### src/rtl/core/nca_pkg.sv
package nca_pkg;

  localparam int CFG_IDX_W  = 2;
  localparam int CFG_DATA_W = 48;
  localparam int DIST_W     = 48;

  localparam logic [CFG_IDX_W-1:0] CFG_CENTROID_COUNT    = 2'd0;
  localparam logic [CFG_IDX_W-1:0] CFG_DIMENSIONS        = 2'd1;
  localparam logic [CFG_IDX_W-1:0] CFG_DISTANCE_LIMIT_SQ = 2'd2;

  localparam logic [4:0]        CENTROID_COUNT_RST = 5'd16;
  localparam logic [7:0]        DIMENSIONS_RST     = 8'd2;
  // 1000.0 squared in q32.16
  localparam logic [DIST_W-1:0] LIMIT_RST          = 48'd65536000000;

  typedef enum logic {
    REQ_LOAD  = 1'b0,
    REQ_POINT = 1'b1
  } req_type_t;

  typedef struct packed {
    logic               req_type;
    logic [3:0]         centroid_index;
    logic [6:0]         dim_index;
    logic signed [15:0] coord_value;
  } in_item_t;

  typedef struct packed {
    logic              found;
    logic [3:0]        nearest_index;
    logic [DIST_W-1:0] distance_sq;
  } out_item_t;

  // controller to datapath
  typedef struct packed {
    logic take;
    logic issue;
    logic emit;
  } cmd_t;

  // datapath to controller
  typedef struct packed {
    logic point_use;
    logic count_zero;
    logic issue_last;
    logic pipe_busy;
    logic last_dim;
    logic out_free;
  } status_t;

endpackage

### src/rtl/core/nca_ctrl.sv
module nca_ctrl (
  input  logic             clk,
  input  logic             rst_n,
  input  logic             in_valid,
  output logic             in_stall,
  input  nca_pkg::status_t status,
  output nca_pkg::cmd_t    cmd
);

  typedef enum logic [1:0] {
    ST_IDLE,
    ST_RUN,
    ST_DRAIN,
    ST_FINISH
  } state_t;

  state_t state_r, state_nxt;
  logic   in_stall_r, in_stall_nxt;

  always_comb begin
    state_nxt = state_r;
    cmd       = '0;
    cmd.take  = in_valid && !in_stall_r;
    unique case (state_r)
      ST_IDLE: begin
        if (cmd.take && status.point_use) begin
          state_nxt = status.count_zero ? ST_FINISH : ST_RUN;
        end
      end
      ST_RUN: begin
        cmd.issue = 1'b1;
        if (status.issue_last) begin
          state_nxt = ST_DRAIN;
        end
      end
      ST_DRAIN: begin
        if (!status.pipe_busy) begin
          state_nxt = ST_FINISH;
        end
      end
      ST_FINISH: begin
        // only the last coordinate of a point produces a result
        if (!status.last_dim) begin
          state_nxt = ST_IDLE;
        end else if (status.out_free) begin
          cmd.emit  = 1'b1;
          state_nxt = ST_IDLE;
        end
      end
      default: state_nxt = ST_IDLE;
    endcase
    in_stall_nxt = (state_nxt != ST_IDLE);
  end

  always_ff @(posedge clk) begin
    if (!rst_n) begin
      state_r    <= ST_IDLE;
      in_stall_r <= 1'b1;
    end else begin
      state_r    <= state_nxt;
      in_stall_r <= in_stall_nxt;
    end
  end

  assign in_stall = in_stall_r;

endmodule

### config.mk
export PLATFORM = sky130hd
export DESIGN_NAME = nca_ctrl
export DESIGN_NICKNAME = d
export VERILOG_FILES = /design/src/rtl/core/nca_pkg.sv /design/src/rtl/core/nca_ctrl.sv
export SDC_FILE = /design/constraint.sdc
export NUM_CORES = 1
export LEC_CHECK = 0
export BUFFER_PORTS_ARGS = -buffer_cell sky130_fd_sc_hd__buf_2
export CELL_PAD_IN_SITES_DETAIL_PLACEMENT = 0
export CELL_PAD_IN_SITES_GLOBAL_PLACEMENT = 1
export CORE_AREA = 2 2 39 41
export CTS_CLUSTER_DIAMETER = 40
export DETAILED_ROUTE_END_ITERATION = 16
export DIE_AREA = 0 0 41 43
export PLACE_DENSITY = 0.41
export SLEW_MARGIN = 20
export SYNTH_ARGS = -nofsm -noshare
export SYNTH_HDL_FRONTEND = slang
export SYNTH_SLANG_ARGS = --single-unit
### constraint.sdc
create_clock -name clk -period 1.7 [get_ports clk]
set_input_delay 0.34 -clock clk [delete_from_list [all_inputs] [get_ports clk]]
set_output_delay 0.34 -clock clk [all_outputs]
set_load 0.005 [all_outputs]
==> results of run 1 <==
-- layer usage --
metal	vias to the layer above	routed length, µm	part of all wire, %
li1	94	-	-
met1	77	213	47
met2	13	161	36
met3	0	77	17
met4	0	0	0
met5	-	0	0
-- layout by cell type (no fill, tap or decap) --
| cell type | instances |
|---|---|
| mux4_2 | 1 |
| a21oi_1 | 2 |
| clkbuf_1 | 1 |
| nor2b_1 | 1 |
| and2b_2 | 1 |
| nor2_1 | 1 |
| dfxtp_1 | 3 |
| a31o_2 | 1 |
| clkbuf_4 | 3 |
| nand2b_4 | 1 |
| nand3b_4 | 1 |
| nand4_1 | 1 |
| and4_1 | 1 |
| buf_2 | 12 |
| or3b_1 | 1 |
| inv_1 | 1 |
-- layout make-up --
type	instances	area, µm²	share of cell area, %
repair buffers	12	60.1	20.9
well taps	16	20.0	6.96
multi-input cells	12	118	40.9
inverters	1	3.75	1.30
clock buffers	4	26.3	9.13
flip-flops and latches	3	60.1	20.9
-- flip-flops by register name, indices dropped and copies added, names as in the netlist --
register  flops
state_r       2
in_stall      1
-- critical path: cells and delay by family, from the launching register on --
family | cells | cell delay (ns)
simple gates | 1 | 0.21
flops | 1 | 0.42
buf+inv | 1 | 0.11
-- report_power, final --
| part | switching [mW] | internal [mW] | total, mW |
|---|---|---|---|
| Sequential | 0.00743 | 0.0780 | 0.0854 |
| Combinational | 0.0166 | 0.0301 | 0.0467 |
| Clock | 0.0409 | 0.0882 | 0.129 |
| Total | 0.0649 | 0.196 | 0.261 |
-- worst paths after layout --
kind | from | to | slack (ns) | depth (start not counted)
max | state_r[0] | cmd[0] | 0.38 | 2
min reg2reg | state_r[1] | state_r[0] | 0.67 | 2
min | rst_n | in_stall | 0.30 | 2
max reg2reg | state_r[0] | in_stall | 0.58 | 2
-- cell families (layout without fill, tap and decap cells) --
group | after synthesis | count (layout) | synth area share (%)
DFF | 3 | 3 | 33.1
buffers and inverters | 1 | 17 | 2.07
AOI/OAI and AO/OA | 3 | 3 | 10.3
muxes | 1 | 1 | 12.4
and+or+nand+nor | 8 | 8 | 42.1
==> reports/summary.txt, run 1 <==
Status - finished clean
Number of I/O pins - 13
Clock Sinks - 3
IO Port Bufs - 12
Hold WC Path Type - primary input to flop
Period minus WS final - 1.32 ns
Syn-to-layout area delta - 58.6%
Longest Clk Path Bufs - 2
Final #Nets - 42
Row Count - 14
Max cap viols - 0
Synth top area cells - dfxtp_1 33%, mux4_2 12%, nand3b_4 11%
Asr flop ratio synth - 0%
Fin util - 20.8%
Worst-Margin Slew - 0.211 ns
Synthesized flop and latch total - 3
Arr. time, crit path - 0.98 ns
Inserted Diodes - 0
Slowest CP cell - dfxtp_1
Final Setup Violations - 0
Post-Synthesis Net Count - 25
Antenna violations before repair - 0
CTS tree - built
H-tree Lvls - 1
Static Leak - 0.148 nW
Mean Syn Cell Area - 11.3 µm²
CP Launch Type - flop
Post-route ant nets - 0
YS warnings - 0
Final worst-path setup slack - 0.383 ns
Post-CTS Resized - 0
Sum Neg Setup Slack - 0 ns
DR iter-0 viols - 1
Die height - 43 µm
Slew Limit Fails - 0
Final Hold Fails - 0
Worst slack, placed - 0.480 ns
Vias/cell - 3.83
GR peak layer - met2
Fin Hold WS - 0.296 ns
Worst Path Max Fanout - 6
Drt wl/cell - 9.42 µm
Core Box Area - 1380 µm²
Placed Area - 262 µm²
DP HPWL - 349 µm
CP Class - flop to output port
Placer Congestion - 0.624
Relative slew slack - 85.9%
Post-synth top cells - 3 x dfxtp_1, 2 x a21oi_1
Max VDD drop - 0.186 mV
Fillers - 160
Dominant synthesized flop cell - dfxtp_1
Placed cell count - 44
Post-Layout Cell Count - 48
Cells after Synth - 16
Worst path cell trace - and4_1, buf_2
Cell variety after synth - 13
RSZ-0062 raised after global routing - false
DR vias - 184
Hold Buf Count CTS - 0
Met2 usage in global routing - 7.50%
Post-synthesis cell area - 181 µm²
Area leader, netlist - dfxtp_1
Met1 Resource Use GR - 7.42%
First-pass GRT wire length - 683 µm
Clock root buffer - clkbuf_4
Worst Path Required - 1.36 ns
Clk_skew - 0.000157 ns
Top-count cell post-synth - dfxtp_1
Met3 Resource Use GR - 4.71%
Pwr/cell area - 908 nW/µm²
Kind of end point of the critical path - output port
Total GRT Usage - 6.23%
Max frequency - 0.759 GHz
Share of post-route cells with drive strength above 1 - 62.5%
Worst-path clk slew - 0.04 ns
Die Wd - 41 µm
Largest net degree at the start of global routing - 7
DRC - 0
Sequential-to-total area share from yosys stat - 33.1%
CP max stage delay - 0.42 ns
Die Area - 1760 µm²
Post-route cell area - 288 µm²
Fin crit share - 77.5%
Post-CTS setup buffers - 0
Drt pass-1 iters - 2
Vias in the first global route - 178
Initial core utilization - 13.1%
CTS Buf Count - 3
Post-Route WL - 452 µm
Clock latency on the worst-skew pair - 0.23 ns
Grt ovf - 0
Top cell type's share of synthesized area - 33.1%
Overall power - 261 µW
Post-synth EDFFs - 0
No activity file was read; power rests on OpenSTA's default activity.
==> run 2: changes to the inputs <==
==> constraint.sdc (replaced) <==
create_clock -name clk -period 1.3 [get_ports clk]
set_input_delay 0.26 -clock clk [delete_from_list [all_inputs] [get_ports clk]]
set_output_delay 0.26 -clock clk [all_outputs]
set_load 0.005 [all_outputs]
==> reports/summary.txt, run 2 (synthesis results as in run 1) <==
Sw Pwr - 79.3 µW
Max cap viols - 0
Internal reg-to-reg setup slack - 0.22 ns
Post-Route WL - 491 µm
CP Launch Type - flop
Final Setup Violations - 0
Row Count - 14
Reg-to-reg critical path endpoint - in_stall
Number of I/O pins - 13
Syn-to-layout area delta - 59.3%
Commonest non-fill, non-tap cell in the layout - buf_2
Slew Limit Fails - 0
RSZ-0062 raised after global routing - false
Largest net degree at the start of global routing - 7
First-pass GRT wire length - 848 µm
Share of post-route cells with drive strength above 1 - 65.6%
Post-CTS setup buffers - 0
Drt pass-1 iters - 1
Hold WC Path Type - primary input to flop
Die height - 43 µm
Post-route cell area - 289 µm²
Antenna violations before repair - 0
Initial core utilization - 13.1%
Clock Sinks - 3
Vias in the first global route - 214
Total GRT Usage - 7.53%
H-tree Lvls - 1
CTS tree - built
Final Hold Fails - 0
Longest Clk Path Bufs - 2
FF-to-FF Start - in_stall
DR vias - 189
CP Class - flop to output port
DRC - 0
Clock latency on the worst-skew pair - 0.23 ns
Status - finished clean
Die Area - 1760 µm²
Core Box Area - 1380 µm²
Hold Buf Count CTS - 0
Worst-path clk slew - 0.04 ns
Internal - 257 µW
Reg2Reg Depth - 3
Comb pwr share - 18.4%
Switching part of the total - 23.6%
Max reg flops - 2
CTS Buf Count - 3
Relative slew slack - 87.1%
Die Wd - 41 µm
Drt wl/cell - 10.2 µm
Fillers - 169
Post-route ant nets - 0
Arr. time, crit path - 0.96 ns
Max VDD drop - 0.185 mV
Placed Area - 262 µm²
Clk_skew - 0.000637 ns
Sequential power share - 33.5%
DR iter-0 viols - 0
Inserted Diodes - 0
DP HPWL - 380 µm
Max frequency - 0.822 GHz
Fin crit share - 93.6%
Period minus WS final - 1.22 ns
Static Leak - 0.148 nW
Worst-Margin Slew - 0.193 ns
Min-delay src - rst_n
Grt ovf - 0
Worst Path Required - 1.04 ns
Kind of end point of the critical path - output port
Clock root buffer - clkbuf_4
Commonest non-fill, non-tap cells in the layout - 12 x buf_2, 3 x clkbuf_4, 2 x a21oi_1, 2 x dfxtp_1
Hold EP - in_stall
Sum Neg Setup Slack - 0 ns
IO Port Bufs - 12
Clock share of power - 48.2%
Worst Path Max Fanout - 5
Pwr/cell area - 1160 nW/µm²
Final #Nets - 42
Post-CTS Resized - 0
Hold Path Stages - 2
Placer Congestion - 0.626
Reg with most FFs - state_r
Vias/cell - 3.94
[run 2: cell count changes in the layout (fill, tap and decap cells not counted)]
cell     delta
dfxtp_1     -1
dfxtp_2     +1
[run 2: worst max path at each step]
stage	endpoint	cells past startpoint	startpoint
after floorplan	in_stall	3	in_stall
after global placement	in_stall	4	status[0]
after CTS	cmd[0]	2	state_r[0]
after detailed placement	in_stall	4	status[0]
final	cmd[0]	2	state_r[1]
after global routing	cmd[0]	2	state_r[1]
[run 2: worst max-delay path, stage by stage, from the launching register on]
cell     delay (ns)
dfxtp_1        0.41
and4_1         0.21
buf_2          0.11
[run 2: metal layers]
layer / GRT usage, % / part of all wire, % / vias to the layer above
met3: 5.24 / 17 / 0
met4: 4.00 / 0 / 0
met1: 8.36 / 41 / 84
met5: 0 / 0 / -
met2: 10.3 / 42 / 13
li1: - / - / 92
[run 2: final cells by class]
class	count	area, µm²	area share, %
repair buffers	12	60.1	20.8
flip-flops and latches	3	61.3	21.2
multi-input cells	12	118	40.7
clock buffers	4	26.3	9.09
inverters	1	3.75	1.30
well taps	16	20.0	6.93
[run 2: power groups by stage]
stage	Combinational, mW	Clock (mW)	Sequential [mW]
after CTS	0.0629	0.173	0.112
final	0.0619	0.162	0.112
after detailed placement	0.0624	0	0.113
after global placement	0.0615	0	0.113
after global routing	0.0694	0.182	0.114
after floorplan	0.0335	0	0.111
[run 2: metrics by stage]
stage	power, mW	setup WS [ns]	hold WS, ns	instances	util, %
3_5_place_dp	0.175	0.160	0.462	44	18.9
6_report	0.336	0.0833	0.223	48	20.9
2_1_floorplan	0.145	0.243	0.334	16	-
5_1_grt	0.365	0.0385	0.219	48	20.9
3_3_place_gp	0.174	0.170	0.460	44	18.9
4_1_cts	0.348	0.0457	0.217	48	20.8
==> run 3: changes to the inputs <==
--- a/config.mk
+++ b/config.mk
@@ -12,6 +12,7 @@
 export CTS_CLUSTER_DIAMETER = 40
 export DETAILED_ROUTE_END_ITERATION = 16
 export DIE_AREA = 0 0 41 43
+export GPL_TIMING_DRIVEN = 0
 export PLACE_DENSITY = 0.41
 export SLEW_MARGIN = 20
 export SYNTH_ARGS = -nofsm -noshare
==> constraint.sdc (replaced) <==
create_clock -name clk -period 1.5 [get_ports clk]
set_input_delay 0.3 -clock clk [delete_from_list [all_inputs] [get_ports clk]]
set_output_delay 0.3 -clock clk [all_outputs]
set_load 0.005 [all_outputs]
==> reports/summary.txt, run 3 (synthesis results as in run 1) <==
Antenna violations before repair - 0
DP HPWL - 379 µm
Clock latency on the worst-skew pair - 0.23 ns
Pwr/cell area - 1010 nW/µm²
Vias in the first global route - 214
Internal - 222 µW
Post-CTS setup buffers - 0
Share of post-route cells with drive strength above 1 - 62.5%
Worst-Margin Slew - 0.226 ns
CP Class - flop to output port
Hold EP - in_stall
Largest net degree at the start of global routing - 7
H-tree Lvls - 1
Post-Route M1 WL - 200 µm
Grt ovf - 0
DR vias - 189
Hold Buf Count CTS - 0
Max frequency - 0.779 GHz
Post-route cell area - 288 µm²
Sequential power share - 33.4%
Die height - 43 µm
Comb pwr share - 18.4%
Status - finished clean
Arr. time, crit path - 0.98 ns
Kind of end point of the critical path - output port
CP max stage delay - 0.43 ns
RSZ-0062 raised after global routing - false
Clock root buffer - clkbuf_4
DRC - 0
Hold WC Path Type - primary input to flop
FF-to-FF Start - state_r[0]
Row Count - 14
Number of I/O pins - 13
Internal reg-to-reg setup slack - 0.36 ns
CTS tree - built
Max VDD drop - 0.160 mV
Vias/cell - 3.94
Fillers - 168
Period minus WS final - 1.28 ns
Commonest non-fill, non-tap cells in the layout - 12 x buf_2, 3 x clkbuf_4, 3 x dfxtp_1, 2 x a21oi_1
Initial core utilization - 13.1%
Slowest CP cell - dfxtp_1
Switching part of the total - 23.6%
Post-route ant nets - 0
Reg-to-reg critical path endpoint - in_stall
Clk_skew - 0.000637 ns
Post-CTS Resized - 0
Min-delay src - rst_n
Fin util - 20.8%
Top Layer Used - met3
Fin Hold WS - 0.262 ns
Syn-to-layout area delta - 58.6%
Final Setup Violations - 0
Clock share of power - 48.2%
CP bufs+invs - 1
Reg2Reg Depth - 2
Worst slack, placed - 0.320 ns
Drt pass-1 iters - 1
Worst Path Required - 1.20 ns
Static Leak - 0.148 nW
Max cap viols - 0
Max reg flops - 2
CTS Buf Count - 3
Total GRT Usage - 7.53%
Worst path cell trace - and4_1, buf_2
Die Area - 1760 µm²
IO Port Bufs - 12
Core Box Area - 1380 µm²
Final Hold Fails - 0
Sum Neg Setup Slack - 0 ns
Slew Limit Fails - 0
Fin crit share - 85.6%
Family with the most delay on the worst path - flip-flops
Longest Clk Path Bufs - 2
DR WL met2 - 206 µm
Reg with most FFs - state_r
Hold Path Stages - 2
Worst Path Max Fanout - 6
First-pass GRT wire length - 848 µm
Worst path depth - 2
Metal3 WL - 84 µm
Sw Pwr - 68.7 µW
Clock Sinks - 3
Inserted Diodes - 0
Drt wl/cell - 10.2 µm
Commonest non-fill, non-tap cell in the layout - buf_2
Die Wd - 41 µm
Placer Congestion - 0.625
Final #Nets - 42
CP Launch Type - flop
Relative slew slack - 84.9%
DR iter-0 viols - 0
Placed Area - 262 µm²
Post-Route WL - 491 µm
Worst-path clk slew - 0.04 ns
Final worst-path setup slack - 0.216 ns
==> run 3: cell count changes in the layout (fill, tap and decap cells not counted) <==
cell	change
dfxtp_2	-1
dfxtp_1	+1
==> run 3: power groups by stage <==
stage | clock (mW) | combinational [mW] | sequential (mW)
after floorplan | 0 | 0.0290 | 0.0966
after global placement | 0 | 0.0533 | 0.0978
after detailed placement | 0 | 0.0540 | 0.0975
after CTS | 0.150 | 0.0545 | 0.0967
after global routing | 0.158 | 0.0601 | 0.0981
final | 0.140 | 0.0536 | 0.0970
==> run 3: final cells by class <==
type / instances / area (µm²) / area share, %
multi-input combinational: 12 / 118 / 40.9
sequential: 3 / 60.1 / 20.9
timing repair buffer: 12 / 60.1 / 20.9
clock buffer: 4 / 26.3 / 9.13
tap: 16 / 20.0 / 6.96
inverter: 1 / 3.75 / 1.30
==> run 3: layer usage <==
layer / GRT usage [%] / vias up
met2: 10.3 / 13
met4: 4.00 / 0
met3: 5.24 / 0
li1: - / 92
met1: 8.36 / 84
met5: 0 / -
==> run 3: worst max path at each step <==
stage                           from       end  slack (ns)
after floorplan             in_stall  in_stall        0.44
after global placement     status[0]  in_stall        0.33
after detailed placement   status[0]  in_stall        0.32
after CTS                 state_r[0]    cmd[0]        0.21
after global routing      state_r[0]    cmd[0]        0.13
final                     state_r[0]    cmd[0]        0.22
==> run 3: metrics by stage <==
step / power (mW) / std cells
final: 0.291 / 48
after global routing: 0.316 / 48
after CTS: 0.302 / 48
after detailed placement: 0.152 / 44
after global placement: 0.151 / 44
after floorplan: 0.126 / 16
